## config.mk

```make
export PLATFORM = sky130hd
export DESIGN_NAME = bfr_queue
export DESIGN_NICKNAME = d
export VERILOG_FILES = /design/src/rtl/bfr_pkg.sv /design/src/rtl/bfr_queue.sv
export SDC_FILE = /design/constraint.sdc
export NUM_CORES = 1
export LEC_CHECK = 0
export ABC_AREA = 1
export BUFFER_PORTS_ARGS = -buffer_cell sky130_fd_sc_hd__buf_4
export CAP_MARGIN = 20
export CORE_MARGIN = 4
export CORE_UTILIZATION = 47
export DETAILED_ROUTE_END_ITERATION = 16
export GPL_TIMING_DRIVEN = 0
export PLACE_DENSITY_LB_ADDON = 0.15
export SYNTH_ARGS = -nofsm -noshare
export SYNTH_HDL_FRONTEND = slang
export SYNTH_SLANG_ARGS = --single-unit
```

## constraint.sdc

```tcl
create_clock -name clk -period 4.7 [get_ports clk]
set_input_delay 0.235 -clock clk [delete_from_list [all_inputs] [get_ports clk]]
set_output_delay 0.235 -clock clk [all_outputs]
set_load 0.1 [all_outputs]
```

## src/rtl/bfr_pkg.sv

```systemverilog
// ============================================================================
// bfr_pkg
// Shared constants, codes and types of the bitstream field reader.
// ============================================================================
package bfr_pkg;

    localparam int DEF_MAX_WORDS  = 256;
    localparam int MAX_READ_BYTES = 32;
    localparam int RESULT_LIMIT   = 32;
    localparam int BYTE_LIMIT     = (MAX_READ_BYTES < RESULT_LIMIT) ? MAX_READ_BYTES
                                                                    : RESULT_LIMIT;
    localparam int WORD_BITS      = 32;
    localparam int BYTE_BITS      = 8;
    localparam int BYTES_PER_WORD = 4;
    localparam int QUEUE_DEPTH    = 2;

    localparam int CMD_W   = 3;
    localparam int COUNT_W = 6;
    localparam int LEN_W   = 11;
    localparam int BITS_W  = 14;
    localparam int STAT_W  = 2;
    localparam int WORDS_W = $clog2(BYTE_LIMIT / BYTES_PER_WORD + 1);

    typedef enum logic [CMD_W-1:0] {
        CMD_RESTART    = 3'd0,
        CMD_LOAD       = 3'd1,
        CMD_READ_BITS  = 3'd2,
        CMD_ALIGN      = 3'd3,
        CMD_READ_BYTES = 3'd4
    } cmd_t;

    typedef enum logic [2:0] {
        OP_RESTART,
        OP_LOAD,
        OP_BITS,
        OP_ALIGN,
        OP_BYTES,
        OP_EMPTY,
        OP_REFUSE
    } op_kind_t;

    typedef enum logic [STAT_W-1:0] {
        ST_OK    = 2'd0,
        ST_FAULT = 2'd1,
        ST_PAD   = 2'd2
    } status_t;

    typedef enum logic [1:0] {
        BK_IDLE,
        BK_EXEC,
        BK_WAIT,
        BK_WORD
    } back_state_t;

    typedef struct packed {
        op_kind_t               kind;
        logic [COUNT_W-1:0]     nbits;
        logic [WORD_BITS-1:0]   word;
        logic [1:0]             head;
        logic [WORDS_W-1:0]     words;
        logic [COUNT_W-1:0]     nbytes;
    } op_t;

endpackage

```

## src/rtl/bfr_queue.sv

```systemverilog
// ============================================================================
// bfr_queue
// Short first-in first-out queue of classified operations between the
// front and the back.
// ============================================================================
module bfr_queue (
    input  logic         clk,
    input  logic         rst_n,
    input  logic         push,
    input  bfr_pkg::op_t push_op,
    output logic         full,
    input  logic         pop,
    output logic         not_empty,
    output bfr_pkg::op_t pop_op
);
    import bfr_pkg::*;

    localparam int PTR_W = (QUEUE_DEPTH > 1) ? $clog2(QUEUE_DEPTH) : 1;
    localparam int CNT_W = $clog2(QUEUE_DEPTH + 1);

    op_t              slot_reg [QUEUE_DEPTH];
    logic [PTR_W-1:0] wr_ptr_reg;
    logic [PTR_W-1:0] wr_ptr_next;
    logic [PTR_W-1:0] rd_ptr_reg;
    logic [PTR_W-1:0] rd_ptr_next;
    logic [CNT_W-1:0] count_reg;
    logic [CNT_W-1:0] count_next;

    assign full      = (count_reg == CNT_W'(QUEUE_DEPTH));
    assign not_empty = (count_reg != '0);
    assign pop_op    = slot_reg[rd_ptr_reg];

    always_comb
    begin
        wr_ptr_next = wr_ptr_reg;
        rd_ptr_next = rd_ptr_reg;
        count_next  = count_reg;
        if (push)
        begin
            wr_ptr_next = (wr_ptr_reg == PTR_W'(QUEUE_DEPTH - 1)) ? '0 : wr_ptr_reg + 1'b1;
        end
        if (pop)
        begin
            rd_ptr_next = (rd_ptr_reg == PTR_W'(QUEUE_DEPTH - 1)) ? '0 : rd_ptr_reg + 1'b1;
        end
        if (push && !pop)
        begin
            count_next = count_reg + 1'b1;
        end
        else if (pop && !push)
        begin
            count_next = count_reg - 1'b1;
        end
    end

    always_ff @(posedge clk)
    begin
        if (push)
        begin
            slot_reg[wr_ptr_reg] <= push_op;
        end
    end

    always_ff @(posedge clk or negedge rst_n)
    begin
        if (!rst_n)
        begin
            wr_ptr_reg <= '0;
            rd_ptr_reg <= '0;
            count_reg  <= '0;
        end
        else
        begin
            wr_ptr_reg <= wr_ptr_next;
            rd_ptr_reg <= rd_ptr_next;
            count_reg  <= count_next;
        end
    end

endmodule

```

==> results.json <==
{
  "cp.arrival_ns": 1.62,
  "netlist_area_um2": 4280,
  "holdBufCountCts": 1,
  "yosys.cell_types.count": 14,
  "max_freq_ghz": 0.540,
  "min_path_type": "primary input to flip-flop",
  "setup_viol": 0,
  "final_common_cell": "buf_4",
  "drt_first_iter_violations": 47,
  "die_w_um": 103,
  "dieHeight_um": 103,
  "ys_seq_elements": 110,
  "drc": 0,
  "antenna_found_initial": 0,
  "viasPerCell": 4.85,
  "status": "finished clean",
  "slew_headroom_pct": 45.8,
  "row_count": 34,
  "maxCapViolCount": 0,
  "cts_setup_buffers": 0,
  "path_class": "flip-flop to primary output",
  "htreeDepth": 3,
  "cts.clk_slew.worst_paths_ns": 0.10,
  "fin_crit_ns": 1.85,
  "area_delta_synth_final_pct": 28.6,
  "placed_area_um2": 5300,
  "worst-path-max-fanout": 10,
  "nets": 373,
  "layout_common_cells": "buf_4 (111), edfxtp_1 (106), mux2_4 (49)",
  "cts_buffers": 9,
  "report.final.slew_viol_count": 0,
  "synthCells": 190,
  "post_synth.cell_area_avg_um2": 22.5,
  "drive_gt1_share_pct": 58.8,
  "multi_input_area_um2": 868,
  "num_vias": 2077,
  "post_cts_resized": 0,
  "cts.path.max_buffers": 2,
  "worstPathRequired_ns": 4.47,
  "yosysSeqAreaShare_pct": 76.7,
  "ant_nets": 0,
  "overflow": 0,
  "io_pins": 112,
  "place_hpwl_um": 4950,
  "wire_per_inst_um": 16.7,
  "grt_pass1_vias": 2208,
  "initial_core_util_pct": 48.6,
  "yosysWarnings": 0,
  "die_area_um2": 10700,
  "fillers": 657,
  "fin_skew_ns": 0.00868,
  "yosys-top-cells-area": "edfxtp_1 (74%), mux2_4 (17%), buf_12 (2.3%)",
  "crit_path_start_kind": "flip-flop",
  "io_buffers": 111,
  "post-route-period-util_pct": 39.4,
  "dr.pass1.iters": 4,
  "root_buffer": "clkbuf_8",
  "grtUsageTotal_pct": 13.6,
  "regArea_um2": 3280,
  "core_um2": 8810,
  "worst_slew_pin_slew_ns": 0.810,
  "grt_pass1_wl_um": 10600,
  "fin_area_um2": 5500,
  "grt_start_max_net_pins": 30,
  "syn_nets": 248,
  "clock_latency_ns": 0.36,
  "num_antenna_cells": 0,
  "synth_top_area_cell": "edfxtp_1",
  "hold_violations": 0,
  "cts_tree": "built",
  "tns_ns": 0,
  "largest_reg_flops": 106,
  "yosysTopAreaCellShare_pct": 74.3,
  "worst_setup_path_end_kind": "primary output",
  "wirelength_um": 7140,
  "clkSinkCount": 110,
  "rsz0062_at_grt": "no",
  "gp_congestion": 0.692
}
==> layout make-up <==
class,instances,share of cell area [%]
flip-flops and latches,110,59.6
clock buffers,9,2.25
multi-input cells,67,15.8
repair buffers,114,16.0
well taps,108,2.46
clock inverters,7,1.32
inverters,7,0.477
plain buffers,6,2.02
==> cells by family after synthesis <==
kind of cell / synth area share [%]
multiplexers: 18.2
buffers and inverters: 3.21
AND/OR/NAND/NOR: 0.964
adder cells (fa/ha/maj): 0.292
XOR/XNOR: 0.614
flip-flops: 76.7
==> critical path, cell delays in order (launching register included) <==
cell and delay [ns]:
dfrtp_1 0.36, buf_6 0.19, buf_12 0.17, mux2_4 0.31, buf_4 0.23
==> synth_stat cells (all sizes together) <==
library cell and number:
edfxtp 106, mux2 53, xor2 2, xnor2 1, buf 6, nand3 1, inv 7, dfrtp 4
nand2 6, nand4 1, nor2 2, ha 1
==> per-layer routing <==
metal	share of wire [%]	track usage (%)
met4	1.9	6.57
met2	52	23.6
met3	7.5	4.36
met5	0	0
met1	38	15.1
==> final timing paths <==
| path | start | to | slack, ns | depth (start not counted) |
|---|---|---|---|---|
| setup / recovery | rd_ptr_reg$_DFFE_PN0P_ | pop_op[41] | 2.85 | 4 |
| hold / removal | push_op[10] | slot_reg[0][10]$_DFFE_PP_ | 0.05 | 1 |
| setup reg to reg | wr_ptr_reg$_DFFE_PN0P_ | slot_reg[0][38]$_DFFE_PP_ | 3.02 | 2 |
| hold reg to reg | count_reg[1]$_DFFE_PN0P_ | count_reg[1]$_DFFE_PN0P_ | 0.49 | 2 |
| max in group asynchronous | rst_n | count_reg[1]$_DFFE_PN0P_ | 4.40 | 2 |
| min in group asynchronous | rst_n | rd_ptr_reg$_DFFE_PN0P_ | 0.19 | 2 |
==> per-stage QoR <==
stage	hold WS, ns	worst slack [ns]	cells	util (%)
2_1_floorplan	-0.0606	1.60	190	-
3_3_place_gp	0.0352	0.260	409	59.6
3_5_place_dp	0.0379	2.97	411	60.2
4_1_cts	0.0258	2.82	428	62.5
5_1_grt	0.0250	2.78	428	62.5
6_report	0.0502	2.85	428	62.5
Power is left out: the tool's default activity adds up to more than one toggle a clock period on the data nets, which glitch-free logic cannot reach.
