==> src/rtl/bfr_pkg.sv <==
// ============================================================================
// bfr_pkg
// Shared constants, codes and types of the bitstream field reader.
// ============================================================================
package bfr_pkg;

    localparam int DEF_MAX_WORDS  = 256;
    localparam int MAX_READ_BYTES = 32;
    localparam int RESULT_LIMIT   = 32;
    localparam int BYTE_LIMIT     = (MAX_READ_BYTES < RESULT_LIMIT) ? MAX_READ_BYTES
                                                                    : RESULT_LIMIT;
    localparam int WORD_BITS      = 32;
    localparam int BYTE_BITS      = 8;
    localparam int BYTES_PER_WORD = 4;
    localparam int QUEUE_DEPTH    = 2;

    localparam int CMD_W   = 3;
    localparam int COUNT_W = 6;
    localparam int LEN_W   = 11;
    localparam int BITS_W  = 14;
    localparam int STAT_W  = 2;
    localparam int WORDS_W = $clog2(BYTE_LIMIT / BYTES_PER_WORD + 1);

    typedef enum logic [CMD_W-1:0] {
        CMD_RESTART    = 3'd0,
        CMD_LOAD       = 3'd1,
        CMD_READ_BITS  = 3'd2,
        CMD_ALIGN      = 3'd3,
        CMD_READ_BYTES = 3'd4
    } cmd_t;

    typedef enum logic [2:0] {
        OP_RESTART,
        OP_LOAD,
        OP_BITS,
        OP_ALIGN,
        OP_BYTES,
        OP_EMPTY,
        OP_REFUSE
    } op_kind_t;

    typedef enum logic [STAT_W-1:0] {
        ST_OK    = 2'd0,
        ST_FAULT = 2'd1,
        ST_PAD   = 2'd2
    } status_t;

    typedef enum logic [1:0] {
        BK_IDLE,
        BK_EXEC,
        BK_WAIT,
        BK_WORD
    } back_state_t;

    typedef struct packed {
        op_kind_t               kind;
        logic [COUNT_W-1:0]     nbits;
        logic [WORD_BITS-1:0]   word;
        logic [1:0]             head;
        logic [WORDS_W-1:0]     words;
        logic [COUNT_W-1:0]     nbytes;
    } op_t;

endpackage

==> src/rtl/bfr_front.sv <==
// ============================================================================
// bfr_front
// Accepts command transactions, checks them against a shadow of the read
// position and load count, and queues a fully classified operation.
// ============================================================================
module bfr_front #(
    parameter int MAX_WORDS = bfr_pkg::DEF_MAX_WORDS
) (
    input  logic                          clk,
    input  logic                          rst_n,
    input  logic                          cfg_wen,
    input  logic [bfr_pkg::LEN_W-1:0]     cfg_wdata,
    input  logic                          cmd_valid,
    output logic                          cmd_ready,
    input  logic [bfr_pkg::CMD_W-1:0]     cmd,
    input  logic [bfr_pkg::COUNT_W-1:0]   field_bits,
    input  logic [bfr_pkg::COUNT_W-1:0]   byte_count,
    input  logic [bfr_pkg::WORD_BITS-1:0] load_word,
    input  logic                          queue_full,
    output logic                          push,
    output bfr_pkg::op_t                  push_op,
    output logic [bfr_pkg::BITS_W-1:0]    msg_bits
);
    import bfr_pkg::*;

    localparam int PTR_W = $clog2(MAX_WORDS + 1);

    logic [LEN_W-1:0]   msg_bytes_reg;
    logic [BITS_W-1:0]  total_reg;
    logic [BITS_W-1:0]  total_next;
    logic [PTR_W-1:0]   loaded_reg;
    logic [PTR_W-1:0]   loaded_next;

    logic [2:0]         rem_bits;
    logic [3:0]         pad_bits;
    logic [1:0]         head_raw;
    logic [1:0]         head;
    logic [COUNT_W-1:0] after_head;
    logic [8:0]         byte_bits;
    logic [BITS_W:0]    limit;
    logic [BITS_W:0]    end_bits;
    logic [BITS_W:0]    end_pad;
    logic [BITS_W:0]    end_bytes;
    logic               count_ok;

    assign msg_bits  = {msg_bytes_reg, 3'b000};
    assign cmd_ready = !queue_full;
    assign push      = cmd_valid && !queue_full;

    always_comb
    begin
        limit      = {1'b0, msg_bits};
        end_bits   = {1'b0, total_reg} + (BITS_W + 1)'(field_bits);
        rem_bits   = total_reg[2:0];
        pad_bits   = 4'd8 - {1'b0, rem_bits};
        end_pad    = {1'b0, total_reg} + (BITS_W + 1)'(pad_bits);
        byte_bits  = {byte_count, 3'b000};
        end_bytes  = {1'b0, total_reg} + (BITS_W + 1)'(byte_bits);
        head_raw   = 2'd0 - total_reg[4:3];
        head       = ({4'b0, head_raw} > byte_count) ? byte_count[1:0] : head_raw;
        after_head = byte_count - {4'b0, head};
        count_ok   = (byte_count != '0) && (byte_count <= COUNT_W'(BYTE_LIMIT));
    end

    always_comb
    begin
        push_op.kind   = OP_REFUSE;
        push_op.nbits  = field_bits;
        push_op.word   = load_word;
        push_op.head   = head;
        push_op.words  = WORDS_W'(after_head[COUNT_W-1:2]);
        push_op.nbytes = byte_count;
        total_next     = total_reg;
        loaded_next    = loaded_reg;
        case (cmd)
            CMD_RESTART:
            begin
                push_op.kind = OP_RESTART;
                total_next   = '0;
                loaded_next  = '0;
            end
            CMD_LOAD:
            begin
                if (loaded_reg < PTR_W'(MAX_WORDS))
                begin
                    push_op.kind = OP_LOAD;
                    loaded_next  = loaded_reg + 1'b1;
                end
            end
            CMD_READ_BITS:
            begin
                if ((field_bits != '0) && (field_bits <= COUNT_W'(WORD_BITS))
                    && (end_bits <= limit))
                begin
                    push_op.kind = OP_BITS;
                    total_next   = end_bits[BITS_W-1:0];
                end
            end
            CMD_ALIGN:
            begin
                if (rem_bits == 3'd0)
                begin
                    push_op.kind = OP_EMPTY;
                end
                else if (end_pad <= limit)
                begin
                    push_op.kind  = OP_ALIGN;
                    push_op.nbits = COUNT_W'(pad_bits);
                    total_next    = end_pad[BITS_W-1:0];
                end
            end
            CMD_READ_BYTES:
            begin
                if (count_ok && (rem_bits == 3'd0) && (end_bytes <= limit))
                begin
                    push_op.kind = OP_BYTES;
                    total_next   = end_bytes[BITS_W-1:0];
                end
            end
            default:
            begin
                push_op.kind = OP_REFUSE;
            end
        endcase
    end

    always_ff @(posedge clk or negedge rst_n)
    begin
        if (!rst_n)
        begin
            msg_bytes_reg <= '0;
            total_reg     <= '0;
            loaded_reg    <= '0;
        end
        else
        begin
            if (cfg_wen)
            begin
                msg_bytes_reg <= cfg_wdata;
            end
            if (push)
            begin
                total_reg  <= total_next;
                loaded_reg <= loaded_next;
            end
        end
    end

endmodule

==> config.mk <==
export PLATFORM = sky130hd
export DESIGN_NAME = bfr_front
export DESIGN_NICKNAME = d
export VERILOG_FILES = /design/src/rtl/bfr_pkg.sv /design/src/rtl/bfr_front.sv
export SDC_FILE = /design/constraint.sdc
export NUM_CORES = 1
export LEC_CHECK = 0
export ABC_AREA = 1
export BUFFER_PORTS_ARGS = -buffer_cell sky130_fd_sc_hd__buf_4
export CAP_MARGIN = 5
export CORE_MARGIN = 10
export CORE_UTILIZATION = 55
export CTS_BUF_LIST = sky130_fd_sc_hd__clkbuf_8
export CTS_CLUSTER_DIAMETER = 80
export DETAILED_ROUTE_END_ITERATION = 8
export HOLD_SLACK_MARGIN = 0.08
export PLACE_DENSITY_LB_ADDON = 0.25
export SYNTH_ARGS = -nofsm -noshare
export SYNTH_HDL_FRONTEND = slang
export SYNTH_SLANG_ARGS = --single-unit
==> constraint.sdc <==
create_clock -name clk -period 4.4 [get_ports clk]
set_input_delay 0.66 -clock clk [delete_from_list [all_inputs] [get_ports clk]]
set_output_delay 0.66 -clock clk [all_outputs]
set_load 0.02 [all_outputs]
==> key figures <==
Power
  • Power share of the sequential group: 23.2%
  • Logic pwr share: 61.2%
  • Sw Share: 47.7%
  • VDD IR max: 0.203 mV
  • Clk network pwr share: 15.6%
  • Internal cell power: 898 µW
  • LEAKAGE: 0.00304 µW
  • Power density over cell area: 318 nW/µm²
  • Switching power total: 818 µW

Worst setup path
  • Endpoint class of the critical path: output pin
  • Worst reg-to-reg setup slack: 250 ps
  • Number of cells on the worst reg-to-reg path: 34
  • Worst R2R End: total_reg[2]
  • Req. time, crit path: 3740 ps
  • Reg2reg start: total_reg[1]
  • CP arrival: 3590 ps
  • CP Max Fanout: 5
  • Kind of critical path: reg -> out
  • CP startpoint kind: flop

Floorplanning
  • Die H: 112 µm
  • Ports: 132
  • Chip width: 112 µm
  • Core footprint: 8180 µm²
  • Initial core utilization: 56.3%
  • Num rows: 33
  • Die ar.: 12400 µm²

Synthesis
  • Unique cell type count in the Yosys netlist: 45
  • Gate count of the mapped netlist: 705
  • Yosys warns: 0
  • Sequential area share after synthesis: 18.5%
  • Most area-hungry cell type in the Yosys netlist: dfrtp_1
  • Yosys reg bits: 34
  • Synth area leaders: dfrtp_1, nand2_1, ha_1
  • Post-Syn Area per Cell: 6.53 µm²
  • Post-Syn Area: 4610 µm²
  • Yosys top cell area share: 18.5%

Timing
  • Endpoints failing hold: 0
  • Post-layout min period: 4250 ps
  • Least-Margin Pin Slew: 705 ps
  • Slew HR: 53.0%
  • Final WS setup: 151 ps
  • Clk_skew: 10.2 ps
  • RSZ-0062 raised after global routing: yes
  • Max Clk Rate: 235 MHz
  • Final hold slack: 305 ps
  • Final setup violation count: 0
  • Final Cycle Share: 96.6%
  • Slew Viols, Final: 0

CTS
  • Clock latency at the later pin of the worst-skew pair: 310 ps
  • # H-tree levels: 2
  • Clock root cell: clkbuf_8
  • Clock transition at the registers of the reported paths: 90 ps
  • TritonCTS buffer count: 5
  • Clock sinks: 34
  • CTS tree: built
  • # hold bufs at CTS: 0
  • Clock buffer depth: 2

Global routing
  • Vias in the first global route: 4606
  • Total grt overflow: 0
  • Largest net degree at the start of global routing: 35
  • GRT Total Usage: 20.9%
  • First-pass GRT wire length: 22200 µm
  • Initial antenna violation count: 0

Layout
  • Area grow syn2layout: 17.1%
  • Nets: 876
  • Max reg flops: 14
  • Share of cells above drive strength 1: 22.3%
  • Final Util: 66.0%
  • Antenna cells: 0
  • Finished Layout Cells: 862

Run status
  • Status: completed

Placement
  • Port bufs: 64
  • GPL Wtd Cong: 0.985
  • Post-Place Setup Slack: -153 ps
  • Dpl hpwl: 10800 µm
  • Placed insts: 834

Drt
  • Via Count: 4756
  • DRC viols: 0
  • Vias per std cell: 5.52
  • DR iter-0 viols: 398
  • DRT antenna net count: 0
  • Detailed Route WL: 14000 µm
  • Drt wl/cell: 16.2 µm
  • DRT Pass-1 Iters: 6

Hold path
  • Worst Hold Class: in -> async

Job
  • Max-Cap Viols: 0
stage by stage:
| stage | total power, µW | area [µm²] | TNS [ps] |
|---|---|---|---|
| 2_1_floorplan | 1060 | 4610 | 0 |
| 3_3_place_gp | 1280 | 4930 | -218 |
| 3_5_place_dp | 1300 | 4930 | -487 |
| 4_1_cts | 1630 | 5220 | 0 |
| 5_1_grt | 1850 | 5400 | -214 |
| 6_report | 1720 | 5400 | 0 |
placed cells by master, fill, tap and decap left out, drive strengths merged, types with 2 or more instances in the layout:
cell,netlist,final
nor3b,2,2
nand3,60,60
conb,1,3
nand2,212,212
o21ai,28,28
xnor2,5,5
a21oi,25,25
or2,4,4
dfrtp,34,34
clkbuf,3,6
nand3b,2,2
and2,9,9
a31oi,2,2
nand4,20,20
nor3,12,12
fa,2,2
a21o,8,8
buf,51,96
xor2,19,19
inv,98,98
ha,55,55
o21a,2,2
o211ai,2,2
nor2,41,41
clkinv,1,2
layer usage:
metal	up-vias	global-route usage, %	share of wire [%]
li1	2335	-	-
met1	2162	25.2	40
met2	211	36.0	48
met3	48	4.88	8.7
met4	0	6.43	3.0
met5	-	0	0
area by class of cell:
type                       count  area [µm²]
clock buffer                   6        82.6
sequential                    34         852
inverter                      99         372
fill                         726        2780
tap                          105         131
clock inverter                 2        12.5
timing repair buffer          96         736
multi-input combinational    520        3210
critical path, stage by stage, from the launching register on:
cell,delay [ps]
dfrtp_1,370
inv_2,70
ha_4,170
ha_4,260
inv_2,40
nand2_2,70
nand2_4,80
nor3_4,220
nand2_2,90
nand2_4,100
nand3_2,70
and2_1,150
ha_1,260
nand2_1,110
nor2_4,140
nand4_1,130
nor2_1,150
nand3_1,110
nand2_2,110
nand2_4,70
nor2_4,110
buf_6,140
nand2_2,70
nand2_2,70
buf_6,120
cell usage after synthesis, drive strengths merged:
library cell and instances:
o22ai 1, a21oi 25, nor3 12, o2111ai 1, ha 55, nor4 1, o21bai 1, or2 4
nand3 60, nand4 20, clkinv 1, xnor2 5, xor2 19, nand3b 2, and3 1, and2 9
a31oi 2, o21ai 28, clkbuf 3, o221ai 1, nor2 41, dfrtp 34, o211ai 2, inv 98
a21o 8, o21a 2, buf 51, mux2 1, fa 2, conb 1, nor3b 2, nand2 212
power by group through the flow:
stage | Combinational, µW | Clock, µW | Sequential, µW
after floorplan | 666 | 0 | 398
after global placement | 884 | 0 | 400
after detailed placement | 898 | 0 | 401
after CTS | 963 | 266 | 396
after global routing | 1160 | 283 | 404
final | 1050 | 268 | 398
how the worst max path moves through the flow:
stage | start | endpoint | slack, ps | cells past startpoint
CTS | total_reg[0] | push_op[45] | 9 | 23
finish | total_reg[0] | push_op[47] | 150 | 24
detailed placement | total_reg[1] | push_op[46] | -150 | 22
global placement | total_reg[1] | push_op[46] | -80 | 22
floorplan | total_reg[0] | push_op[46] | 110 | 26
global route | total_reg[0] | push_op[45] | -50 | 27
logic make-up (layout without fill, tap and decap cells):
| logic type | Yosys count | count (layout) | synth area share (%) |
|---|---|---|---|
| adders and majority gates | 57 | 57 | 15.8 |
| xor gates and xnor gates | 24 | 24 | 4.73 |
| and+or+nand+nor | 364 | 364 | 35.6 |
| DFF | 34 | 34 | 18.5 |
| buffers and inverters | 153 | 203 | 16.4 |
| other | 1 | 3 | 0.0814 |
| muxes | 1 | 1 | 0.244 |
| AOI/OAI and AO/OA | 71 | 71 | 8.75 |
what timing repair did:
| action | CTS | global route |
|---|---|---|
| resized for setup | 27 | 33 |
| pin swaps | 15 | 19 |
| gates cloned | 0 | 0 |
| endpoints found under the setup margin | 8 | 11 |
| setup buffers | 13 | 7 |
Note: power is estimated with default switching activity, not from simulation.
